`src/rtl/jsu_pkg.sv`:
```
// Shared types for the JSON string unescaper.
// No dependencies; imported by the decoder, the output buffer and the top level.
package jsu_pkg;

    // Up to four output bytes come from one raw input byte.
    localparam int unsigned MAX_RES = 4;

    typedef struct packed {
        logic [MAX_RES-1:0][7:0] bytes;  // bytes[0] goes out first
        logic [2:0]              cnt;    // number of valid bytes, 0..MAX_RES
        logic                    last;   // raw byte closed the string
    } t_res;

endpackage

```
`src/rtl/jsu_if.sv`:
```
// Valid/ready channel interfaces of the JSON string unescaper.
// No dependencies.
interface jsu_in_if;
    logic       valid;
    logic       ready;
    logic [7:0] in_byte;
    logic       in_last;

    modport source (output valid, output in_byte, output in_last, input ready);
    modport sink   (input valid, input in_byte, input in_last, output ready);
endinterface

interface jsu_out_if;
    logic       valid;
    logic       ready;
    logic [7:0] out_byte;
    logic       run_last;
    logic       string_last;

    modport source (output valid, output out_byte, output run_last, output string_last,
                    input ready);
    modport sink   (input valid, input out_byte, input run_last, input string_last,
                    output ready);
endinterface

```
`src/rtl/jsu_decode.sv`:
```
// Escape decoder: escape state registers and the per-byte decode logic.
// Depends on jsu_pkg (t_res).
module jsu_decode (
    input  logic          i_clk,
    input  logic          i_rst_n,
    input  logic          i_accept,
    input  logic [7:0]    i_byte,
    input  logic          i_last,
    output jsu_pkg::t_res o_res
);
    import jsu_pkg::*;

    localparam logic [7:0] C_BSLASH = 8'h5C;
    localparam logic [7:0] C_U      = 8'h75;
    localparam logic [7:0] C_B      = 8'h62;
    localparam logic [7:0] C_F      = 8'h66;
    localparam logic [7:0] C_N      = 8'h6E;
    localparam logic [7:0] C_R      = 8'h72;
    localparam logic [7:0] C_T      = 8'h74;

    localparam logic [15:0] UTF8_1_MAX = 16'h007F;
    localparam logic [15:0] UTF8_2_MAX = 16'h07FF;

    typedef enum logic [1:0] {
        PH_TEXT = 2'd0,
        PH_ESC  = 2'd1,
        PH_HEX  = 2'd2
    } t_phase;

    t_phase     r_phase, n_phase;
    logic [1:0] r_cnt, n_cnt;
    logic [7:0] r_held [3];
    logic       wr_held;

    logic [3:0]  d0, d1, d2, d3;
    logic        h1, h2, h3;
    logic [15:0] code;

    function automatic logic is_hex(input logic [7:0] c);
        is_hex = (c >= 8'h30 && c <= 8'h39) || (c >= 8'h61 && c <= 8'h66) ||
                 (c >= 8'h41 && c <= 8'h46);
    endfunction

    function automatic logic [3:0] hex_val(input logic [7:0] c);
        logic [7:0] t;
        if (c <= 8'h39) begin
            t = c - 8'h30;
        end else if (c >= 8'h61) begin
            t = c - 8'h57;
        end else begin
            t = c - 8'h37;
        end
        hex_val = t[3:0];
    endfunction

    function automatic logic [7:0] map_esc(input logic [7:0] c);
        unique case (c)
            C_B:     map_esc = 8'h08;
            C_F:     map_esc = 8'h0C;
            C_N:     map_esc = 8'h0A;
            C_R:     map_esc = 8'h0D;
            C_T:     map_esc = 8'h09;
            default: map_esc = c;
        endcase
    endfunction

    // \uXXXX value: leading hex digits only, first is known to be hex
    always_comb begin
        d0 = hex_val(r_held[0]);
        d1 = hex_val(r_held[1]);
        d2 = hex_val(r_held[2]);
        d3 = hex_val(i_byte);
        h1 = is_hex(r_held[1]);
        h2 = h1 && is_hex(r_held[2]);
        h3 = h2 && is_hex(i_byte);
        priority if (!h1) begin
            code = {12'd0, d0};
        end else if (!h2) begin
            code = {8'd0, d0, d1};
        end else if (!h3) begin
            code = {4'd0, d0, d1, d2};
        end else begin
            code = {d0, d1, d2, d3};
        end
    end

    always_comb begin
        n_phase  = r_phase;
        n_cnt    = r_cnt;
        wr_held  = 1'b0;
        o_res    = '0;
        o_res.last = i_last;
        unique case (r_phase)
            PH_ESC: begin
                if (i_byte == C_U && !i_last) begin
                    n_phase = PH_HEX;
                    n_cnt   = 2'd0;
                end else begin
                    o_res.bytes[0] = map_esc(i_byte);
                    o_res.cnt      = 3'd1;
                    n_phase        = PH_TEXT;
                end
            end
            PH_HEX: begin
                priority if (r_cnt == 2'd0 && !is_hex(i_byte)) begin
                    // not a \u escape after all: 'u' then the byte as plain text
                    o_res.bytes[0] = C_U;
                    n_cnt          = 2'd0;
                    if (i_byte == C_BSLASH && !i_last) begin
                        o_res.cnt = 3'd1;
                        n_phase   = PH_ESC;
                    end else begin
                        o_res.bytes[1] = i_byte;
                        o_res.cnt      = 3'd2;
                        n_phase        = PH_TEXT;
                    end
                end else if (r_cnt == 2'd3) begin
                    n_phase = PH_TEXT;
                    n_cnt   = 2'd0;
                    if (code <= UTF8_1_MAX) begin
                        o_res.bytes[0] = code[7:0];
                        o_res.cnt      = 3'd1;
                    end else if (code <= UTF8_2_MAX) begin
                        o_res.bytes[0] = {3'b110, code[10:6]};
                        o_res.bytes[1] = {2'b10, code[5:0]};
                        o_res.cnt      = 3'd2;
                    end else begin
                        o_res.bytes[0] = {4'b1110, code[15:12]};
                        o_res.bytes[1] = {2'b10, code[11:6]};
                        o_res.bytes[2] = {2'b10, code[5:0]};
                        o_res.cnt      = 3'd3;
                    end
                end else if (i_last) begin
                    // string ended inside \u: replay held bytes as plain text
                    n_phase        = PH_TEXT;
                    n_cnt          = 2'd0;
                    o_res.bytes[0] = C_U;
                    if (r_cnt == 2'd0) begin
                        o_res.bytes[1] = i_byte;
                        o_res.cnt      = 3'd2;
                    end else if (r_cnt == 2'd1) begin
                        o_res.bytes[1] = r_held[0];
                        o_res.bytes[2] = i_byte;
                        o_res.cnt      = 3'd3;
                    end else if (r_held[1] == C_BSLASH) begin
                        o_res.bytes[1] = r_held[0];
                        o_res.bytes[2] = map_esc(i_byte);
                        o_res.cnt      = 3'd3;
                    end else begin
                        o_res.bytes[1] = r_held[0];
                        o_res.bytes[2] = r_held[1];
                        o_res.bytes[3] = i_byte;
                        o_res.cnt      = 3'd4;
                    end
                end else begin
                    wr_held = 1'b1;
                    n_cnt   = r_cnt + 2'd1;
                end
            end
            default: begin
                if (i_byte == C_BSLASH && !i_last) begin
                    n_phase = PH_ESC;
                end else begin
                    o_res.bytes[0] = i_byte;
                    o_res.cnt      = 3'd1;
                    n_phase        = PH_TEXT;
                end
            end
        endcase
    end

    always_ff @(posedge i_clk) begin
        if (!i_rst_n) begin
            r_phase <= PH_TEXT;
            r_cnt   <= 2'd0;
        end else if (i_accept) begin
            r_phase <= n_phase;
            r_cnt   <= n_cnt;
        end
    end

    always_ff @(posedge i_clk) begin
        if (i_accept && wr_held) begin
            r_held[r_cnt] <= i_byte;
        end
    end

endmodule

```
`src/rtl/jsu_outbuf.sv`:
```
// Result register: holds one input's decoded bytes and sends one per cycle when ready.
// Depends on jsu_pkg (t_res) and jsu_out_if.
module jsu_outbuf (
    input  logic          i_clk,
    input  logic          i_rst_n,
    input  logic          i_load,
    input  jsu_pkg::t_res i_res,
    output logic          o_can_take,
    jsu_out_if.source     o_out
);
    import jsu_pkg::*;

    logic [MAX_RES-1:0][7:0] r_bytes;
    logic [2:0]              r_cnt;
    logic [1:0]              r_idx;
    logic                    r_last;
    logic                    r_valid;
    logic                    at_end;

    assign at_end = ({1'b0, r_idx} + 3'd1) == r_cnt;

    assign o_out.valid       = r_valid;
    assign o_out.out_byte    = r_bytes[r_idx];
    assign o_out.run_last    = at_end;
    assign o_out.string_last = at_end && r_last;

    // free now, or the final byte leaves in this cycle
    assign o_can_take = !r_valid || (o_out.ready && at_end);

    always_ff @(posedge i_clk) begin
        if (!i_rst_n) begin
            r_valid <= 1'b0;
            r_idx   <= 2'd0;
        end else begin
            if (r_valid && o_out.ready) begin
                if (at_end) begin
                    r_valid <= 1'b0;
                end else begin
                    r_idx <= r_idx + 2'd1;
                end
            end
            if (i_load && i_res.cnt != 3'd0) begin
                r_valid <= 1'b1;
                r_idx   <= 2'd0;
            end
        end
    end

    always_ff @(posedge i_clk) begin
        if (i_load && i_res.cnt != 3'd0) begin
            r_bytes <= i_res.bytes;
            r_cnt   <= i_res.cnt;
            r_last  <= i_res.last;
        end
    end

endmodule

```
`src/rtl/json_string_unescape.sv`:
```
// Top level of the JSON string unescaper: decoder plus result register.
// Depends on jsu_pkg, jsu_if, jsu_decode and jsu_outbuf.
//
//   channel  | dir | payload                           | transaction
//   i_in     | in  | in_byte[7:0], in_last             | one raw byte of the string body
//   o_out    | out | out_byte[7:0], run_last, string_last | one decoded byte
//
// An input byte is decoded in the cycle it is accepted; its 0 to 4 output bytes
// leave the result register one per cycle, starting the next cycle, while o_out
// is ready. A new byte is accepted in the cycle the last pending output byte
// is taken.
// i_rst_n is synchronous: it clears the escape state and empties the result register.
// A stall on o_out holds the result and back-pressures i_in.
module json_string_unescape (
    input  logic     i_clk,
    input  logic     i_rst_n,
    jsu_in_if.sink   i_in,
    jsu_out_if.source o_out
);
    import jsu_pkg::*;

    t_res res;
    logic can_take;
    logic accept;

    assign i_in.ready = can_take;
    assign accept     = i_in.valid && can_take;

    jsu_decode u_decode (
        .i_clk    (i_clk),
        .i_rst_n  (i_rst_n),
        .i_accept (accept),
        .i_byte   (i_in.in_byte),
        .i_last   (i_in.in_last),
        .o_res    (res)
    );

    jsu_outbuf u_outbuf (
        .i_clk      (i_clk),
        .i_rst_n    (i_rst_n),
        .i_load     (accept),
        .i_res      (res),
        .o_can_take (can_take),
        .o_out      (o_out)
    );

endmodule

```
`src/flat_wrapper.sv`:
```
// flat-port wrapper written by rule: the top's interface ports become plain ports
module json_string_unescape_flat import jsu_pkg::*;
  (i_clk, i_rst_n, i_in_valid, i_in_in_byte, i_in_in_last, i_in_ready, o_out_valid, o_out_out_byte, o_out_run_last, o_out_string_last, o_out_ready);
  jsu_in_if i_in_i ();
  jsu_out_if o_out_i ();
  input  logic i_clk;
  input  logic i_rst_n;
  input wire logic [$bits(i_in_i.valid)-1:0] i_in_valid;
  input wire logic [$bits(i_in_i.in_byte)-1:0] i_in_in_byte;
  input wire logic [$bits(i_in_i.in_last)-1:0] i_in_in_last;
  output wire logic [$bits(i_in_i.ready)-1:0] i_in_ready;
  output wire logic [$bits(o_out_i.valid)-1:0] o_out_valid;
  output wire logic [$bits(o_out_i.out_byte)-1:0] o_out_out_byte;
  output wire logic [$bits(o_out_i.run_last)-1:0] o_out_run_last;
  output wire logic [$bits(o_out_i.string_last)-1:0] o_out_string_last;
  input wire logic [$bits(o_out_i.ready)-1:0] o_out_ready;
  assign i_in_i.valid = i_in_valid;
  assign i_in_i.in_byte = i_in_in_byte;
  assign i_in_i.in_last = i_in_in_last;
  assign i_in_ready = i_in_i.ready;
  assign o_out_valid = o_out_i.valid;
  assign o_out_out_byte = o_out_i.out_byte;
  assign o_out_run_last = o_out_i.run_last;
  assign o_out_string_last = o_out_i.string_last;
  assign o_out_i.ready = o_out_ready;
  json_string_unescape u_core (.i_clk(i_clk), .i_rst_n(i_rst_n), .i_in(i_in_i), .o_out(o_out_i));
endmodule
```
`config.mk`:
```
export PLATFORM = sky130hd
export DESIGN_NAME = json_string_unescape_flat
export DESIGN_NICKNAME = d
export VERILOG_FILES = /design/src/rtl/jsu_pkg.sv /design/src/rtl/jsu_if.sv /design/src/rtl/jsu_decode.sv /design/src/rtl/jsu_outbuf.sv /design/src/rtl/json_string_unescape.sv /design/src/flat_wrapper.sv
export SDC_FILE = /design/constraint.sdc
export NUM_CORES = 1
export LEC_CHECK = 0
export BUFFER_PORTS_ARGS = -buffer_cell sky130_fd_sc_hd__buf_2
export CAP_MARGIN = 15
export CORE_MARGIN = 10
export CORE_UTILIZATION = 41
export DETAILED_ROUTE_END_ITERATION = 8
export PLACE_DENSITY_LB_ADDON = 0.2
export SYNTH_ARGS = -nofsm -noshare
export SYNTH_HDL_FRONTEND = slang
export SYNTH_HIERARCHICAL = 1
export SYNTH_SLANG_ARGS = --single-unit
```
`constraint.sdc`:
```
create_clock -name i_clk -period 6.5 [get_ports i_clk]
set_input_delay 1.3 -clock i_clk [delete_from_list [all_inputs] [get_ports i_clk]]
set_output_delay 1.3 -clock i_clk [all_outputs]
set_load 0.005 [all_outputs]
```
==> impl_metrics.json, run 1 <==
{
  "status": "complete, no violations",
  "min_period_ps": 4990,
  "cts_max_path_buffers": 2,
  "ctsResizeCount": 0,
  "sw_frac_of_total_pct": 21.93,
  "synth-edff-count": 60,
  "synth_async_sr_flop_share_pct": 0,
  "gp_congestion": 0.9267,
  "portBuffers": 24,
  "drtIter0Drc": 530,
  "cp_max_fo": 37,
  "min_from": "u_core/u_decode/r_phase[0]",
  "startpoint_type": "primary input",
  "wl_per_cell_microns": 21.78,
  "timing.rr.start": "u_core/u_decode/r_held[2][0]",
  "detail_route.wirelength_microns": 15460,
  "dr.pass1.iters": 6,
  "die_w_microns": 131.6,
  "crit_type": "in -> reg",
  "ctsHoldBuffers": 0,
  "cts_tree": "yes",
  "rsz0062_at_grt": "false",
  "required_ps": 6720,
  "pre_cts_ws_ps": 1221,
  "period_share_pct": 76.77,
  "dp_hpwl_microns": 11400,
  "p_int_uw": 854.8,
  "die_area_sq_mm": 0.01732,
  "hold_viol": 0,
  "clk_pin_slew_ps": 60,
  "clk_latency_ps": 340,
  "clock-sinks": 67,
  "grt-ovfl-total": 0,
  "cap_viol_max_count": 0,
  "drc_errors": 0,
  "post_synth_num_cell_types": 87,
  "clock_skew_ps": 7.652,
  "sequentialPowerShare_pct": 44.7,
  "grtUsageTotal_pct": 17.45,
  "worst-endpoint-arrival_ps": 5210,
  "clock_power_share_pct": 47.0,
  "peakVddDrop_mv": 0.2190,
  "grt_antenna_before_repair": 0,
  "nFillCells": 1181,
  "synth_area_sq_mm": 0.005106,
  "p_sw_uw": 240.1,
  "yosysSeqAreaShare_pct": 38.03,
  "nets": 573,
  "die_y_microns": 131.6,
  "cts_buffers": 9,
  "setup_viol": 0,
  "area_delta_synth_final_pct": 10.76,
  "rows": 40,
  "hold_ws_ps": 485.3,
  "start_util_pct": 42.16,
  "drt-vias-per-instance": 6.211,
  "cts-root-buf": "clkbuf_16",
  "p_comb_share_pct": 8.3,
  "power.leakage_uw": 0.002061,
  "synth_nets": 565,
  "ys.flop_type": "edfxtp_1",
  "diodes": 0,
  "powerDensity_mw_per_mm2": 193.6,
  "critPathLaunch": "i_in_in_byte[1]",
  "coreArea_sq_mm": 0.01211,
  "avgSynthCellArea_sq_um": 9.652,
  "cts_max_level": 3,
  "maxSlewViolCount": 0,
  "fin_setup_tns_ps": 0,
  "pin_count": 25,
  "layout_setup_ws_ps": 1510,
  "tightest_slew_ps": 943.1,
  "hp-class": "reg -> reg",
  "worstSetupEndpointType": "flop",
  "drive_gt1_share_pct": 16.24,
  "synthCells": 529,
  "grt_pass1_vias": 4165,
  "post_cts_buffers": 0,
  "maxSlewHeadroom_pct": 36.75,
  "vias": 4410,
  "drtAntennaViolNets": 0,
  "grt_max_degree": 38,
  "fmax_mhz": 200.4,
  "ys_warn_count": 6,
  "grt_pass1_wl_microns": 23760,
  "synth_seq_cells": 67
}
-- final timing paths --
check                                      to  slack [ps]  depth (start not counted)
setup / recovery  u_core/u_outbuf/o_out.valid        1510                         16
hold / removal     u_core/u_decode/r_phase[0]         490                          2
setup reg to reg  u_core/u_outbuf/r_bytes[29]        2110                         14
hold reg to reg    u_core/u_decode/r_phase[0]         490                          2
-- layer usage --
layer	vias up	wire length, microns	global-route usage [%]
met4	0	563	8.405
met1	2117	6806	22.73
li1	2030	-	-
met3	43	1024	4.154
met2	220	7066	26.59
met5	-	0	0
-- power by group through the flow --
stage / Clock [uW] / Sequential, uW / Combinational, uW
2_1_floorplan: 0 / 496 / 58.7
3_3_place_gp: 0 / 498 / 89.3
3_5_place_dp: 0 / 499 / 89.7
4_1_cts: 530 / 490 / 90.1
5_1_grt: 552 / 491 / 98.2
6_report: 515 / 489 / 90.4
-- synth_stat cells (all sizes together), types with 6 or more instances --
master,n,area [sq um]
edfxtp,60,1802
nand2,48,180.2
nor2,39,165.2
a21oi,34,173.9
o21ai,28,143.9
inv,27,101.4
ha,23,287.8
clkbuf,22,82.58
mux2i,16,160.2
nand3,15,75.07
and2,14,87.58
and3,12,76.33
buf,12,76.31
a31oi,10,68.81
nand4,10,62.56
nor3,9,60.06
nor4,9,77.57
a211oi,8,60.06
mux4,8,180.2
dfxtp,7,140.1
o31ai,7,66.31
xnor2,7,61.31
nor3b,6,45.04
-- cell families (layout without fill, tap and decap cells) --
| family | after synthesis | after routing | synth area share, % |
|---|---|---|---|
| AOI/OAI and AO/OA | 149 | 149 | 21.42 |
| xor gates and xnor gates | 8 | 8 | 1.372 |
| adders and majority gates | 23 | 23 | 5.636 |
| buffers and inverters | 61 | 74 | 5.097 |
| DFF | 67 | 67 | 38.03 |
| muxes | 26 | 26 | 7.106 |
| and+or+nand+nor | 195 | 195 | 21.34 |
-- sequential cells by signal, indices dropped and copies added (netlist names) --
name / cells
u_core/u_outbuf/r_bytes: 32
u_core/u_decode/r_held: 24
u_core/u_outbuf/r_cnt: 3
u_core/u_decode/r_cnt: 2
u_core/u_decode/r_phase: 2
u_core/u_outbuf/r_idx: 2
u_core/u_outbuf/o_out.valid: 1
u_core/u_outbuf/r_last: 1
-- cell type report --
class                   count  area, sq um  area share [%]
clock buffers              10        229.0           4.049
clock inverters             6        90.09           1.593
repair buffers             31        172.7           3.053
multi-input cells         401         2910           51.46
inverters                  27        101.3           1.792
flip-flops and latches     67         1942           34.34
well taps                 168        210.2           3.717
-- worst max-delay path, stage by stage --
cell	delay [ps]
buf_2	240
inv_1	180
ha_1	260
nor4b_1	170
or4_4	560
nor2_8	210
mux2i_1	370
a31oi_2	170
or2_4	330
o221ai_1	220
a21oi_1	170
o31ai_4	380
inv_1	80
buf_4	280
o21ai_0	210
a31oi_1	60
-- layout by cell type (no fill, tap or decap), types with 7 or more instances in the layout --
cell type	count
nand3_1	15
a31oi_1	9
mux2i_1	16
a21oi_1	33
dfxtp_1	7
nand2_1	48
nor2_1	37
a211oi_1	8
and3_1	11
edfxtp_1	60
clkbuf_16	9
ha_1	23
buf_4	7
nor4_1	7
and2_1	14
mux4_2	8
inv_1	27
xnor2_1	7
nand4_1	10
buf_2	24
o21ai_0	25
-- through the flow --
stage	area [sq um]	utilization, %	std cells	power (uW)
4_1_cts	5655	46.69	710	1110
5_1_grt	5655	46.69	710	1141
6_report	5655	46.69	710	1095
2_1_floorplan	5106	-	529	555.0
3_5_place_dp	5336	44.06	694	588.3
3_3_place_gp	5336	44.06	694	587.2
Power figures use the tool's default switching activity.
==> inputs of run 2 (changes only) <==
Clock period 6.5 ns to 4.7 ns, I/O delays scaled along.
==> run 2 against run 1 <==
Combinational power increased by 48%. Utilization increased by 1.2 points. Setup slack got worse by 810 ps. Via count increased by 2.0%. Global-route usage increased by 0.43 points. Clock skew increased by 0.61 ps. Clock power increased by 31%. Hold slack improved by 7.1 ps. Critical path type unchanged.
==> impl_metrics.json, run 2 (synthesis results as in run 1) <==
{
  "status": "complete, no violations",
  "pin_count": 25,
  "crit_top_cell": "inv_1",
  "clock_skew_ps": 8.262,
  "drtIter0Drc": 501,
  "ctsResizeCount": 0,
  "diodes": 0,
  "startpoint_type": "primary input",
  "grt-ovfl-total": 0,
  "period_share_pct": 85.19,
  "setup_viol": 0,
  "coreArea_sq_mm": 0.01211,
  "die_area_sq_mm": 0.01732,
  "clock-sinks": 67,
  "worst-endpoint-arrival_ps": 4090,
  "peakVddDrop_mv": 0.2652,
  "final_util_pct": 47.88,
  "grt_max_degree": 36,
  "power.leakage_uw": 0.002146,
  "grt_antenna_before_repair": 3,
  "cp_max_fo": 35,
  "p_int_uw": 1135,
  "detail_route.wirelength_microns": 15650,
  "portBuffers": 24,
  "tightest_slew_ps": 838.1,
  "most-common-layout-cells": "edfxtp_1, nand2_1, nor2_1",
  "cts_tree": "yes",
  "required_ps": 4790,
  "fmax_mhz": 249.7,
  "min_period_ps": 4004,
  "cts_max_level": 3,
  "die_w_microns": 131.6,
  "rsz0062_at_grt": "false",
  "post_cts_buffers": 0,
  "ctsHoldBuffers": 0,
  "critical_path.cell_chain": "buf_2, inv_1, ha_1, nor4b_1, nor4_2, nand2_1, mux2_1, a31oi_2, nor2_2, o21ai_0, a31oi_1, o31ai_4, inv_1, buf_12",
  "crit_type": "in -> reg",
  "drc_errors": 0,
  "hold_ws_ps": 492.4,
  "clk_pin_slew_ps": 50,
  "fin_setup_tns_ps": 0,
  "cts-root-buf": "clkbuf_16",
  "cp_num_buf_inv": 4,
  "cpPeakStageDelay_ps": 480,
  "drt-vias-per-instance": 6.163,
  "cap_viol_max_count": 0,
  "p_sw_uw": 351.3,
  "grt_pass1_vias": 4387,
  "drtAntennaViolNets": 0,
  "sw_frac_of_total_pct": 23.63,
  "powerDensity_mw_per_mm2": 256.3,
  "worstSetupEndpointType": "flop",
  "gp_congestion": 1.004,
  "clock_power_share_pct": 45.5,
  "p_comb_share_pct": 9.0,
  "cts_buffers": 9,
  "drive_gt1_share_pct": 19.40,
  "largest_reg_flops": 32,
  "final_common_cell": "edfxtp_1",
  "hp-class": "reg -> reg",
  "reg_top3": "u_core/u_outbuf/r_bytes (32), u_core/u_decode/r_held (24), u_core/u_outbuf/r_cnt (3)",
  "die_y_microns": 131.6,
  "grt_pass1_wl_microns": 24750,
  "clk_latency_ps": 350,
  "cts_max_path_buffers": 2,
  "grtUsageTotal_pct": 17.89,
  "crit_family": "compound AO/OA/AOI/OAI gates",
  "wl_per_cell_microns": 21.44,
  "dr.pass1.iters": 6,
  "top_register": "u_core/u_outbuf/r_bytes",
  "nFillCells": 1202,
  "start_util_pct": 42.16,
  "maxSlewHeadroom_pct": 44.13,
  "dp_hpwl_microns": 11710,
  "vias": 4499,
  "nets": 593,
  "maxSlewViolCount": 0,
  "area_delta_synth_final_pct": 13.58,
  "cpMaxStageDelayCell": "nor4b_1",
  "hold_viol": 0,
  "sequentialPowerShare_pct": 45.5,
  "rows": 40
}
## run 2: cell count changes in the layout (fill, tap and decap cells not counted), sizes merged
cell,delta
clkbuf,-1
buf,+20
inv,+1
clkinvlp,+2
bufinv,-1
clkinv,-1
## run 2: cell type report
cell class / instances / area (sq um) / area share (%)
multi-input combinational: 401 / 2910 / 50.18
tap: 168 / 210.2 / 3.625
timing repair buffer: 51 / 335.3 / 5.782
clock inverter: 7 / 75.07 / 1.294
clock buffer: 9 / 225.2 / 3.883
inverter: 27 / 101.3 / 1.748
sequential: 67 / 1942 / 33.48
## run 2: power by group through the flow
stage	clock [uW]	combinational [uW]	sequential (uW)
after detailed placement	0	133	689
after global placement	0	132	689
after global routing	712	145	679
after CTS	689	133	677
final	676	134	677
after floorplan	0	81.1	686
## run 2: worst reg2reg max path, delay by kind of cell (launching register included)
family	cells	cell delay, ps
buffers and inverters	3	480
and+or+nand+nor	1	70
AOI/OAI and AO/OA	7	2190
adders and majority gates	1	220
DFF	1	490
muxes	1	240
## run 2: routing by layer
| layer | track usage (%) | share of wire (%) | vias up |
|---|---|---|---|
| met3 | 4.916 | 8.7 | 40 |
| met5 | 0 | 0.26 | - |
| met1 | 23.57 | 43 | 2160 |
| met4 | 6.119 | 2.8 | 6 |
| met2 | 27.54 | 45 | 234 |
| li1 | - | - | 2059 |
## run 2: final timing paths
path                           startpoint                     endpoint  slack [ps]  depth (start not counted)
max                       i_in_in_byte[1]  u_core/u_outbuf/r_bytes[12]         700                         14
min            u_core/u_decode/r_phase[0]   u_core/u_decode/r_phase[0]         490                          2
max reg2reg  u_core/u_decode/r_held[1][0]  u_core/u_outbuf/r_bytes[12]         750                         13
min reg2reg    u_core/u_decode/r_phase[0]   u_core/u_decode/r_phase[0]         490                          2
## run 2: stage by stage
stage	instances	power [uW]	cell area (sq um)	worst slack [ps]
finish	730	1487	5799	695.8
global route	730	1536	5799	483.6
CTS	730	1499	5799	734.2
floorplan	529	767.6	5106	131.9
global placement	714	820.1	5499	465.6
detailed placement	714	821.8	5499	381.5
==> inputs of run 3 (changes only) <==
Settings changed: CAP_MARGIN 15 to 10, CORE_UTILIZATION 41 to 60.
==> run 3 against run 2 <==
Sequential power about the same. Critical endpoint is now u_core/u_outbuf/o_out.valid. Combinational power about the same. Critical path type unchanged. First-iteration DRC count up 1.6%. Largest power group unchanged. Critical path depth up 2. Final cell count down 9.5%.
==> impl_metrics.json, run 3 (synthesis results as in run 1) <==
{
  "wl_per_cell_microns": 22.98,
  "sw_frac_of_total_pct": 26.13,
  "grt_antenna_before_repair": 0,
  "worst-endpoint-arrival_ps": 4440,
  "clock_power_share_pct": 38.2,
  "cpPeakStageDelay_ps": 580,
  "final_common_cell": "edfxtp_1",
  "dr.pass1.iters": 6,
  "largest_reg_flops": 32,
  "final_cells": 661,
  "coreArea_sq_mm": 0.008258,
  "area_delta_synth_final_pct": 8.968,
  "detail_route.wirelength_microns": 15190,
  "die_y_microns": 112.3,
  "sequentialPowerShare_pct": 51.5,
  "drt-vias-per-instance": 6.927,
  "hold_viol": 0,
  "cap_viol_max_count": 0,
  "cp_num_buf_inv": 4,
  "cts_max_path_buffers": 2,
  "die_w_microns": 112.3,
  "cts_buffers": 9,
  "grtUsageTotal_pct": 23.68,
  "min_from": "u_core/u_decode/r_phase[0]",
  "powerDensity_mw_per_mm2": 236.0,
  "period_share_pct": 89.54,
  "nets": 587,
  "critical_path.cell_chain": "buf_2, inv_1, ha_1, nor3b_1, or4_4, nor2_8, mux2i_1, a31oi_2, or2_4, o221ai_1, a21oi_1, o31ai_4, inv_1, buf_4, o21ai_0, a31oi_1",
  "crit_type": "in -> reg",
  "drtIter0Drc": 509,
  "grt_pass1_vias": 4385,
  "die_area_sq_mm": 0.01260,
  "clk_pin_slew_ps": 80,
  "min_period_ps": 4209,
  "reg_top3": "u_core/u_outbuf/r_bytes (32), u_core/u_decode/r_held (24), u_core/u_outbuf/r_cnt (3)",
  "cp_max_fo": 25,
  "most-common-layout-cells": "edfxtp_1, nand2_1, nor2_1",
  "p_sw_uw": 343.0,
  "drive_gt1_share_pct": 18.53,
  "rsz0062_at_grt": "false",
  "clock-sinks": 67,
  "ctsResizeCount": 0,
  "clk_latency_ps": 360,
  "fmax_mhz": 237.6,
  "clock_skew_ps": 9.922,
  "grt_pass1_wl_microns": 24010,
  "p_comb_share_pct": 10.3,
  "seq_area_sq_mm": 0.001942,
  "top_register": "u_core/u_outbuf/r_bytes",
  "maxSlewHeadroom_pct": 45.02,
  "critPathLaunch": "i_in_in_byte[1]",
  "diodes": 0,
  "vias": 4579,
  "pin_count": 25,
  "hp-class": "reg -> reg",
  "ctsHoldBuffers": 0,
  "crit_family": "compound AO/OA/AOI/OAI gates",
  "portBuffers": 24,
  "maxSlewViolCount": 0,
  "grt_max_degree": 26,
  "rows": 33,
  "timing.rr.start": "u_core/u_decode/r_held[1][0]",
  "status": "complete, no violations",
  "multi_input_area_sq_mm": 0.002910,
  "p_int_uw": 969.9,
  "drc_errors": 0,
  "power.leakage_uw": 0.002081,
  "nFillCells": 682,
  "grt-ovfl-total": 0,
  "startpoint_type": "primary input",
  "peakVddDrop_mv": 0.1424,
  "cpMaxStageDelayCell": "or4_4",
  "fin_setup_tns_ps": 0,
  "dp_hpwl_microns": 11060,
  "crit_top_cell": "inv_1",
  "post_cts_buffers": 0,
  "worstSetupEndpointType": "flop",
  "cts-root-buf": "clkbuf_8",
  "place_inst": 645,
  "cts_tree": "yes",
  "hold_ws_ps": 488.3,
  "required_ps": 4930,
  "setup_viol": 0,
  "gp_congestion": 1.023,
  "cts_max_level": 3,
  "tightest_slew_ps": 824.7,
  "start_util_pct": 61.83,
  "drtAntennaViolNets": 0
}
[run 3: cell types whose count changed in the layout (fill, tap and decap cells not counted)]
| cell | delta |
|---|---|
| clkbuf_16 | -9 |
| clkbuf_8 | +9 |
| buf_4 | -5 |
| clkinv_4 | +3 |
| clkinvlp_4 | -3 |
| inv_6 | -2 |
| buf_12 | -1 |
| clkinv_2 | +1 |
| inv_8 | +1 |
[run 3: worst paths after layout]
| check | endpoint | slack [ps] | cells after the start |
|---|---|---|---|
| max | u_core/u_outbuf/o_out.valid | 490 | 16 |
| min | u_core/u_decode/r_phase[0] | 490 | 2 |
| max reg2reg | u_core/u_outbuf/o_out.valid | 700 | 15 |
| min reg2reg | u_core/u_decode/r_phase[0] | 490 | 2 |
[run 3: routing by layer]
metal	global-route usage, %	routed length [microns]	part of all wire [%]	vias to the layer above
li1	-	-	-	2045
met1	31.23	6153	41	2175
met2	36.77	6808	45	310
met3	5.751	1712	11	49
met4	8.883	512	3.4	0
met5	0	0	0	-
[run 3: layout make-up]
class | instances | area share [%]
multi-input combinational | 401 | 52.30
sequential | 67 | 34.90
timing repair buffer | 45 | 4.992
tap | 105 | 2.361
clock buffer | 9 | 2.226
inverter | 27 | 1.821
clock inverter | 7 | 1.394
[run 3: power groups by stage]
stage               combinational, uW  clock, uW  sequential (uW)
floorplan                        81.1          0              686
global placement                  129          0              689
detailed placement                132          0              690
CTS                               132        502              677
global route                      145        535              678
finish                            135        502              676
[run 3: tightest hold or removal path, cell delays in order (launching register included)]
cell and delay, ps:
dfxtp_1 330, nand2_1 50, a21boi_0 60
[run 3: metrics by stage]
| stage | worst slack (ps) | power [uW] | utilization, % | area (sq um) |
|---|---|---|---|---|
| after floorplan | 131.9 | 767.6 | - | 5106 |
| after global placement | 361.9 | 817.8 | 64.94 | 5363 |
| after detailed placement | 155.7 | 821.8 | 64.94 | 5363 |
| after CTS | 546.9 | 1311 | 67.38 | 5564 |
| after global routing | 206.5 | 1359 | 67.38 | 5564 |
| final | 491.4 | 1313 | 67.38 | 5564 |
